File: src/rtl/ims_pkg.sv
// ----------------------------------------------------------------------------
// ims_pkg
// shared types, codes and helpers of the i2c master bit sequencer
// ----------------------------------------------------------------------------
package ims_pkg;

   // width of the phase hold counter
   localparam int TIMER_BITS = 8;

   // command codes
   localparam logic [2:0] OP_NONE     = 3'd0;
   localparam logic [2:0] OP_START    = 3'd1;
   localparam logic [2:0] OP_STOP     = 3'd2;
   localparam logic [2:0] OP_WRITE    = 3'd3;
   localparam logic [2:0] OP_READ     = 3'd4;
   localparam logic [2:0] OP_SEND_ACK = 3'd5;
   localparam logic [2:0] OP_RECV_ACK = 3'd6;

   // register indexes
   localparam logic CSR_SETUP_TICKS = 1'b0;
   localparam logic CSR_HIGH_TICKS  = 1'b1;

   // reset values of the timing registers
   localparam logic [7:0] SETUP_TICKS_RST = 8'd2;
   localparam logic [7:0] HIGH_TICKS_RST  = 8'd5;

   // bits in one byte, compared against the bit counter
   localparam logic [3:0] BYTE_BITS = 4'd8;

   typedef enum logic [4:0] {
      PH_IDLE = 5'd0,
      PH_S0   = 5'd1,
      PH_S1   = 5'd2,
      PH_S2   = 5'd3,
      PH_P0   = 5'd4,
      PH_P1   = 5'd5,
      PH_P2   = 5'd6,
      PH_P3   = 5'd7,
      PH_W0   = 5'd8,
      PH_W1   = 5'd9,
      PH_W2   = 5'd10,
      PH_W3   = 5'd11,
      PH_W4   = 5'd12,
      PH_W5   = 5'd13,
      PH_R0   = 5'd14,
      PH_R1   = 5'd15,
      PH_A0   = 5'd16,
      PH_A1   = 5'd17,
      PH_A2   = 5'd18,
      PH_A3   = 5'd19
   } phase_type;

   typedef struct packed {
      logic [2:0] opcode;
      logic [7:0] wr_data;
      logic       ack_drive;
      logic       sda_in;
   } req_type;

   typedef struct packed {
      logic       scl_out;
      logic       sda_out;
      logic       busy_res;
      logic       done_res;
      logic [7:0] rx_data;
      logic       nack;
   } rsp_type;

   typedef struct packed {
      logic [7:0] setup_ticks;
      logic [7:0] high_ticks;
   } cfg_type;

   typedef struct packed {
      phase_type             phase;
      logic [3:0]            bit_index;
      logic [7:0]            shift_byte;
      logic [TIMER_BITS-1:0] delay_count;
      logic                  ack_choice;
      logic                  scl_level;
      logic                  sda_level;
      logic                  nack_flag;
      logic [7:0]            rx_byte;
   } seq_state_type;

   // hold length from a timing register, zero counts as one tick
   function automatic logic [TIMER_BITS-1:0] hold_ticks(input logic [7:0] ticks);
      logic [TIMER_BITS-1:0] v;
      v = TIMER_BITS'(ticks);
      return (v == '0) ? TIMER_BITS'(1) : v;
   endfunction

endpackage

File: src/rtl/ims_step.sv
// ----------------------------------------------------------------------------
// ims_step
// next sequencer state and line levels for one timebase tick
// ----------------------------------------------------------------------------
module ims_step (
   input  ims_pkg::seq_state_type state,
   input  ims_pkg::cfg_type       cfg,
   input  ims_pkg::req_type       item,
   output ims_pkg::seq_state_type state_nx,
   output ims_pkg::rsp_type       rsp
);

   ims_pkg::seq_state_type nx;
   ims_pkg::phase_type     tgt;
   logic                   enter_en;
   logic                   done;

   always_comb begin
      nx       = state;
      tgt      = ims_pkg::PH_IDLE;
      enter_en = 1'b0;
      done     = 1'b0;

      if (state.phase == ims_pkg::PH_IDLE) begin
         case (item.opcode)
            ims_pkg::OP_START: begin
               enter_en = 1'b1;
               tgt      = ims_pkg::PH_S0;
            end
            ims_pkg::OP_STOP: begin
               enter_en = 1'b1;
               tgt      = ims_pkg::PH_P0;
            end
            ims_pkg::OP_WRITE: begin
               nx.shift_byte = item.wr_data;
               nx.bit_index  = '0;
               enter_en      = 1'b1;
               tgt           = ims_pkg::PH_W0;
            end
            ims_pkg::OP_READ: begin
               nx.shift_byte = '0;
               nx.bit_index  = '0;
               nx.ack_choice = item.ack_drive;
               enter_en      = 1'b1;
               tgt           = ims_pkg::PH_R0;
            end
            ims_pkg::OP_SEND_ACK: begin
               nx.ack_choice = item.ack_drive;
               enter_en      = 1'b1;
               tgt           = ims_pkg::PH_A0;
            end
            ims_pkg::OP_RECV_ACK: begin
               enter_en = 1'b1;
               tgt      = ims_pkg::PH_W3;
            end
            default: ;
         endcase
      end else if (state.delay_count > ims_pkg::TIMER_BITS'(1)) begin
         nx.delay_count = state.delay_count - ims_pkg::TIMER_BITS'(1);
      end else begin
         enter_en = 1'b1;
         unique case (state.phase)
            ims_pkg::PH_S0: tgt = ims_pkg::PH_S1;
            ims_pkg::PH_S1: tgt = ims_pkg::PH_S2;
            ims_pkg::PH_P0: tgt = ims_pkg::PH_P1;
            ims_pkg::PH_P1: tgt = ims_pkg::PH_P2;
            ims_pkg::PH_P2: tgt = ims_pkg::PH_P3;
            ims_pkg::PH_W0: tgt = ims_pkg::PH_W1;
            ims_pkg::PH_W1: tgt = ims_pkg::PH_W2;
            ims_pkg::PH_W2: begin
               // next data bit, or on to the ack slot
               nx.shift_byte = {state.shift_byte[6:0], 1'b0};
               nx.bit_index  = state.bit_index + 4'd1;
               tgt = (nx.bit_index < ims_pkg::BYTE_BITS) ? ims_pkg::PH_W0 : ims_pkg::PH_W3;
            end
            ims_pkg::PH_W3: tgt = ims_pkg::PH_W4;
            ims_pkg::PH_W4: tgt = ims_pkg::PH_W5;
            ims_pkg::PH_R0: tgt = ims_pkg::PH_R1;
            ims_pkg::PH_R1: begin
               tgt = (state.bit_index < ims_pkg::BYTE_BITS) ? ims_pkg::PH_R0 : ims_pkg::PH_A0;
            end
            ims_pkg::PH_A0: tgt = ims_pkg::PH_A1;
            ims_pkg::PH_A1: tgt = ims_pkg::PH_A2;
            ims_pkg::PH_A2: tgt = ims_pkg::PH_A3;
            default:        tgt = ims_pkg::PH_A3;
         endcase
      end

      if (enter_en) begin
         nx.phase = tgt;
         unique case (tgt) inside
            ims_pkg::PH_S0: begin
               nx.sda_level   = 1'b1;
               nx.scl_level   = 1'b1;
               nx.delay_count = ims_pkg::hold_ticks(cfg.high_ticks);
            end
            ims_pkg::PH_S1: begin
               nx.sda_level   = 1'b0;
               nx.delay_count = ims_pkg::hold_ticks(cfg.high_ticks);
            end
            ims_pkg::PH_S2: begin
               nx.scl_level = 1'b0;
               nx.phase     = ims_pkg::PH_IDLE;
               done         = 1'b1;
            end
            ims_pkg::PH_P0: begin
               nx.scl_level   = 1'b0;
               nx.sda_level   = 1'b0;
               nx.delay_count = ims_pkg::hold_ticks(cfg.high_ticks);
            end
            ims_pkg::PH_P1: begin
               nx.scl_level   = 1'b1;
               nx.delay_count = ims_pkg::hold_ticks(cfg.high_ticks);
            end
            ims_pkg::PH_P2: begin
               nx.sda_level   = 1'b1;
               nx.delay_count = ims_pkg::hold_ticks(cfg.high_ticks);
            end
            ims_pkg::PH_P3: begin
               nx.phase = ims_pkg::PH_IDLE;
               done     = 1'b1;
            end
            ims_pkg::PH_W0: begin
               nx.sda_level   = nx.shift_byte[7];
               nx.delay_count = ims_pkg::hold_ticks(cfg.setup_ticks);
            end
            ims_pkg::PH_W1, ims_pkg::PH_W4, ims_pkg::PH_A1: begin
               nx.scl_level   = 1'b1;
               nx.delay_count = ims_pkg::hold_ticks(cfg.high_ticks);
            end
            ims_pkg::PH_W2, ims_pkg::PH_A2: begin
               nx.scl_level   = 1'b0;
               nx.delay_count = ims_pkg::hold_ticks(cfg.setup_ticks);
            end
            ims_pkg::PH_W3: begin
               nx.sda_level   = 1'b1;
               nx.delay_count = ims_pkg::hold_ticks(cfg.setup_ticks);
            end
            ims_pkg::PH_W5: begin
               nx.nack_flag = item.sda_in;
               nx.scl_level = 1'b0;
               nx.phase     = ims_pkg::PH_IDLE;
               done         = 1'b1;
            end
            ims_pkg::PH_R0: begin
               nx.sda_level   = 1'b1;
               nx.scl_level   = 1'b1;
               nx.delay_count = ims_pkg::hold_ticks(cfg.high_ticks);
            end
            ims_pkg::PH_R1: begin
               // sample at the end of scl high
               nx.shift_byte = {nx.shift_byte[6:0], item.sda_in};
               nx.scl_level  = 1'b0;
               nx.bit_index  = nx.bit_index + 4'd1;
               if (nx.bit_index >= ims_pkg::BYTE_BITS) begin
                  nx.rx_byte = nx.shift_byte;
               end
               nx.delay_count = ims_pkg::hold_ticks(cfg.high_ticks);
            end
            ims_pkg::PH_A0: begin
               nx.sda_level   = ~nx.ack_choice;
               nx.delay_count = ims_pkg::hold_ticks(cfg.setup_ticks);
            end
            default: begin
               nx.sda_level = 1'b1;
               nx.phase     = ims_pkg::PH_IDLE;
               done         = 1'b1;
            end
         endcase
      end
   end

   assign state_nx     = nx;
   assign rsp.scl_out  = nx.scl_level;
   assign rsp.sda_out  = nx.sda_level;
   assign rsp.busy_res = (nx.phase != ims_pkg::PH_IDLE);
   assign rsp.done_res = done;
   assign rsp.rx_data  = nx.rx_byte;
   assign rsp.nack     = nx.nack_flag;

endmodule

File: src/rtl/i2c_master_bit_sequencer.sv
// ----------------------------------------------------------------------------
// i2c_master_bit_sequencer
// i2c master line sequencer driven by one timebase tick per request
// ----------------------------------------------------------------------------
// usage
//   req channel: one transfer per timebase tick, carrying an optional command
//   (start, stop, write, read, send ack, receive ack), the write byte, the ack
//   choice and the sampled sda level. a command is ignored while busy.
//   rsp channel: exactly one transfer per request, giving scl/sda drive levels
//   after that tick, busy, a done pulse, the last read byte and the nack flag.
//   csr channel: writes setup_ticks (index 0) and high_ticks (index 1); always
//   ready, and only to be written while the sequencer is idle.
// timing
//   a request lands in an input register; the sequencer step runs between that
//   register and the response register, so a response is registered once the
//   tick moves on from the input register. throughput is one tick per cycle
//   while rsp_stall is low, set by the combinational step between registers.
// reset and stall
//   synchronous reset empties both registers, idles the sequencer, releases
//   scl and sda and loads the timing registers with 2 and 5 ticks.
//   while rsp_stall holds a response, one more request is still taken into the
//   input register; only then does req_stall rise.
// ----------------------------------------------------------------------------
module i2c_master_bit_sequencer (
   input  logic             clock,
   input  logic             reset,

   // tick requests
   input  logic             req_valid,
   output logic             req_stall,
   input  ims_pkg::req_type req_data,

   // per tick responses
   output logic             rsp_valid,
   input  logic             rsp_stall,
   output ims_pkg::rsp_type rsp_data,

   // timing registers
   input  logic             csr_valid,
   output logic             csr_ready,
   input  logic             csr_index,
   input  logic [7:0]       csr_wdata
);

   // input register
   logic             in_valid_ff;
   logic             in_valid_in;
   ims_pkg::req_type in_data_ff;

   // response register
   logic             rsp_valid_ff;
   logic             rsp_valid_in;
   ims_pkg::rsp_type rsp_data_ff;

   // sequencer state and timing registers
   ims_pkg::seq_state_type state_ff;
   ims_pkg::seq_state_type state_in;
   ims_pkg::cfg_type       cfg_ff;
   ims_pkg::cfg_type       cfg_in;

   ims_pkg::rsp_type step_rsp;
   logic             advance;
   logic             req_take;

   // the held tick moves on when the response register is free or emptying
   assign advance   = in_valid_ff && (!rsp_valid_ff || !rsp_stall);
   assign req_stall = in_valid_ff && !advance;
   assign req_take  = req_valid && !req_stall;

   assign in_valid_in  = req_take || (in_valid_ff && !advance);
   assign rsp_valid_in = advance || (rsp_valid_ff && rsp_stall);

   ims_step u_step (
      .state    (state_ff),
      .cfg      (cfg_ff),
      .item     (in_data_ff),
      .state_nx (state_in),
      .rsp      (step_rsp)
   );

   // register writes
   always_comb begin
      cfg_in = cfg_ff;
      if (csr_valid && csr_ready) begin
         case (csr_index)
            ims_pkg::CSR_SETUP_TICKS: cfg_in.setup_ticks = csr_wdata;
            ims_pkg::CSR_HIGH_TICKS:  cfg_in.high_ticks  = csr_wdata;
            default: ;
         endcase
      end
   end

   assign csr_ready = 1'b1;

   always_ff @(posedge clock) begin
      if (reset) begin
         in_valid_ff  <= 1'b0;
         rsp_valid_ff <= 1'b0;
         cfg_ff       <= '{setup_ticks: ims_pkg::SETUP_TICKS_RST,
                           high_ticks:  ims_pkg::HIGH_TICKS_RST};
         state_ff     <= '{phase:       ims_pkg::PH_IDLE,
                           bit_index:   '0,
                           shift_byte:  '0,
                           delay_count: '0,
                           ack_choice:  1'b0,
                           scl_level:   1'b1,
                           sda_level:   1'b1,
                           nack_flag:   1'b0,
                           rx_byte:     '0};
      end else begin
         in_valid_ff  <= in_valid_in;
         rsp_valid_ff <= rsp_valid_in;
         cfg_ff       <= cfg_in;
         // the sequencer moves exactly once per tick handed on
         if (advance) begin
            state_ff <= state_in;
         end
      end
   end

   // payload registers
   always_ff @(posedge clock) begin
      if (req_take) begin
         in_data_ff <= req_data;
      end
      if (advance) begin
         rsp_data_ff <= step_rsp;
      end
   end

   assign rsp_valid = rsp_valid_ff;
   assign rsp_data  = rsp_data_ff;

`ifndef SYNTHESIS
   // a running phase always has a live hold count
   a_busy_hold : assert property (@(posedge clock) disable iff (reset)
      (state_ff.phase != ims_pkg::PH_IDLE) |-> (state_ff.delay_count != '0))
      else $error("sequencer busy with zero hold count");

   // a completing tick never reports busy
   a_done_idle : assert property (@(posedge clock) disable iff (reset)
      (rsp_valid_ff && rsp_data_ff.done_res) |-> !rsp_data_ff.busy_res)
      else $error("done reported while still busy");

   // a tick held back in the input register is kept intact
   a_in_hold : assert property (@(posedge clock) disable iff (reset)
      (in_valid_ff && !advance) |=> (in_valid_ff && $stable(in_data_ff)))
      else $error("held tick lost or changed");
`endif

endmodule
File: config.mk
export PLATFORM = sky130hd
export DESIGN_NAME = i2c_master_bit_sequencer
export DESIGN_NICKNAME = d
export VERILOG_FILES = /design/src/rtl/ims_pkg.sv /design/src/rtl/ims_step.sv /design/src/rtl/i2c_master_bit_sequencer.sv
export SDC_FILE = /design/constraint.sdc
export NUM_CORES = 1
export LEC_CHECK = 0
export BUFFER_PORTS_ARGS = -buffer_cell sky130_fd_sc_hd__buf_2
export CELL_PAD_IN_SITES_DETAIL_PLACEMENT = 1
export CELL_PAD_IN_SITES_GLOBAL_PLACEMENT = 2
export CORE_UTILIZATION = 38
export CTS_BUF_LIST = sky130_fd_sc_hd__clkbuf_4
export CTS_CLUSTER_DIAMETER = 50
export DETAILED_ROUTE_END_ITERATION = 16
export GPL_TIMING_DRIVEN = 1
export PLACE_DENSITY = 0.8
export SLEW_MARGIN = 5
export SYNTH_ARGS = -nofsm -noshare
export SYNTH_HDL_FRONTEND = slang
export SYNTH_HIERARCHICAL = 1
export SYNTH_SLANG_ARGS = --single-unit
File: constraint.sdc
create_clock -name clock -period 3.54 [get_ports clock]
set_clock_uncertainty 0.05 [all_clocks]
set_input_delay 0.531 -clock clock [delete_from_list [all_inputs] [get_ports clock]]
set_output_delay 0.531 -clock clock [all_outputs]
set_load 0.01 [all_outputs]
==> metrics.cfg <==
[critical_path]
crit_type=reg2reg
rrSetupSlack_ps=340
end_kind=flip-flop
worstPathCellList=or4_4, a211oi_1, a41o_1, and2_1, mux2_1, nand2_2, a21o_1, o31ai_2, nand2_1, a21oi_1
arrival_ps=3540
required_ps=3880
timing.rr.end=state_ff[16]$_SDFFE_PP0P_
cpMaxStageDelayCell=or4_4
max_stage_delay_ps=640
reg2reg_depth=10
cp-start-kind=flip-flop
crit_fanout=11
r2r-start=state_ff[33]$_SDFFE_PP0P_

[layout]
fin_area_sq_mm=0.00498
antenna_cells=0
fin_nets=584
mostFrequentLayoutCells=nand2_1 (132), dfxtp_1 (55), a21oi_1 (46), buf_2 (41), nor2_1 (34)
syn_to_final_growth_pct=6.61
drive_gt1_share_pct=21.7
mostFrequentLayoutCell=nand2_1
post-route-util_pct=41.5
final_cell_count_no_fill=705
fillCellCount=1452

[clock_network]
clk_latency_ps=470
clockBufferDepth=2
htreeDepth=3
cts_setup_buffers=0
ctsHoldBuffers=0
cts_tree=done
post_cts_resized=0
cts_num_sinks=81
cts_inserted_buffers=9
cts_root_buffer=clkbuf_4
path_clk_slew_ps=130

[sta]
max_freq_ghz=0.313
fin_tns_setup_ps=0
hold_viol=0
finalSetupViolCount=0
post-route-period-util_pct=90.3
rsz0062_at_grt=false
finalWorstSetupSlack_ps=344
period_needed_ps=3200
worstMarginPinSlew_ps=1040
maxSlewHeadroom_pct=30.4
hold_ws_ps=184
drv_slew=0

[synth]
synth_area_sq_mm=0.00467
avgSynthCellArea_sq_um=8.74
synth_top_area_share_pct=23.6
ys_types=68
seq_area_frac_synth_pct=40.3
synth-seq-cells=81
synth-async-reset-ratio_pct=0
yosys-top-cells-area=dfxtp_1 (24%), edfxtp_1 (17%), nand2_1 (11%), a21oi_1 (4.9%), a21oi_2 (3.0%)
synth-edff-count=26
synth_cells=535
yosysWarningCount=6
yosysTopAreaCell=dfxtp_1
syn-num-nets=566
synth_flop_cell=dfxtp_1

[min_path]
hold_path_depth=1
min_from=req_data[3]
min_path_type=in2reg
hold-path-endpoint=in_data_ff[3]$_DFFE_PP_

[global_routing]
grt_pass1_vias=3975
antenna_found_initial=0
grt_max_degree=51
grt_remaining_overflow=0
grt_pass1_wl_um=19900
grt_usage_pct=20.0

[pwr]
ir_worst_vdd_uv=280
leakage_nw=1.88
p_total_mw=2.91
power.density_mw_per_mm2=584

[placement]
port_buffers=41
placed_cells=689
place_area_sq_mm=0.00484
post-place-ws_ps=383
gp_congestion=0.813
dp.final_hpwl_um=8560

[floorplanning]
ioPinCount=43
die_area_sq_mm=0.0127
die_h_um=113
fp-row-count=40
start_util_pct=38.9
chipWidth_um=113
core_area_sq_mm=0.0120

[run_status]
outcome=complete, no violations

[run]
cap_violations=0

[route]
wl_per_cell_um=17.1
ant_nets=0
first_pass_iters=5
post-route-drc-count=0
drt_wl_total_um=12000
via_per_inst=5.54
dr.first_iter.drc_count=150
vias=3905

-- how the worst max path moves through the flow --
stage	from	to	slack (ps)	cells past startpoint
5_1_grt	state_ff[18]$_SDFFE_PP0P_	state_ff[17]$_SDFFE_PP0P_	30	11
3_5_place_dp	state_ff[33]$_SDFFE_PP0P_	state_ff[16]$_SDFFE_PP0P_	380	10
6_report	state_ff[33]$_SDFFE_PP0P_	state_ff[16]$_SDFFE_PP0P_	340	10
3_3_place_gp	state_ff[19]$_SDFFE_PP0P_	state_ff[19]$_SDFFE_PP0P_	470	11
4_1_cts	state_ff[18]$_SDFFE_PP0P_	state_ff[16]$_SDFFE_PP0P_	350	11
2_1_floorplan	state_ff[33]$_SDFFE_PP0P_	state_ff[6]$_SDFFE_PP0P_	650	15
-- logic make-up after synthesis --
| family | share of synthesized area, % |
|---|---|
| XOR/XNOR | 2.44 |
| AND/OR/NAND/NOR | 21.9 |
| flip-flops | 40.3 |
| AO/OA/AOI/OAI | 21.5 |
| multiplexers | 4.66 |
| buffers and inverters | 8.03 |
| other | 0.0802 |
| adder cells (fa/ha/maj) | 1.07 |
-- power breakdown --
group	total, mW	internal (mW)	switching (mW)
Sequential	1.09	1.03	0.0542
Clock	0.580	0.225	0.354
Combinational	1.24	0.450	0.793
Total	2.91	1.71	1.20
-- synth_stat cells (3+ instances only) --
| cell type | number |
|---|---|
| nand2_1 | 132 |
| dfxtp_1 | 55 |
| a21oi_1 | 46 |
| nor2_1 | 34 |
| edfxtp_1 | 26 |
| buf_4 | 17 |
| a21oi_2 | 16 |
| clkbuf_1 | 11 |
| a32oi_1 | 10 |
| buf_6 | 10 |
| buf_2 | 9 |
| o21ai_0 | 9 |
| xor2_1 | 9 |
| a22oi_1 | 8 |
| a31oi_1 | 8 |
| inv_1 | 8 |
| mux2_4 | 8 |
| nand3_1 | 8 |
| nor2b_1 | 6 |
| mux2_2 | 5 |
| nand2b_1 | 5 |
| nand3b_1 | 5 |
| nor3_1 | 5 |
| and2_1 | 4 |
| ha_1 | 4 |
| nor4_1 | 4 |
| o31ai_2 | 4 |
| or4_1 | 4 |
| xnor2_1 | 4 |
| a21o_1 | 3 |
| a22o_1 | 3 |
| mux2i_1 | 3 |
| nand4_1 | 3 |
| o211ai_1 | 3 |
| o21ai_1 | 3 |
| o221ai_1 | 3 |
| o22ai_1 | 3 |
-- layout make-up --
type / count / area, sq um / share of cell area (%)
Multi-Input combinational cell: 397 / 2420 / 48.5
Sequential cell: 81 / 1880 / 37.8
Timing Repair Buffer: 55 / 323 / 6.48
Tap cell: 147 / 184 / 3.69
Clock buffer: 10 / 75.1 / 1.51
Clock inverter: 6 / 68.8 / 1.38
Inverter: 9 / 33.8 / 0.678
-- state kept, by name (all words and copies together), names as in the netlist --
name,count
state_ff,37
in_data_ff,13
cfg_ff,16
rsp_valid,1
rsp_data,13
in_valid_ff,1
-- critical path: cells and delay by family, from the launching register on --
kind | cells | cell delay [ps]
AOI/OAI and AO/OA | 5 | 1340
and+or+nand+nor | 4 | 1120
DFF | 1 | 430
muxes | 1 | 180
-- routing by layer --
metal	vias up	global-route usage, %	wire, um
met5	-	0	0
met1	1909	25.6	5550
met3	15	2.89	452
li1	1912	-	-
met2	69	33.7	5840
met4	0	8.33	198
Power figures use the tool's default switching activity.
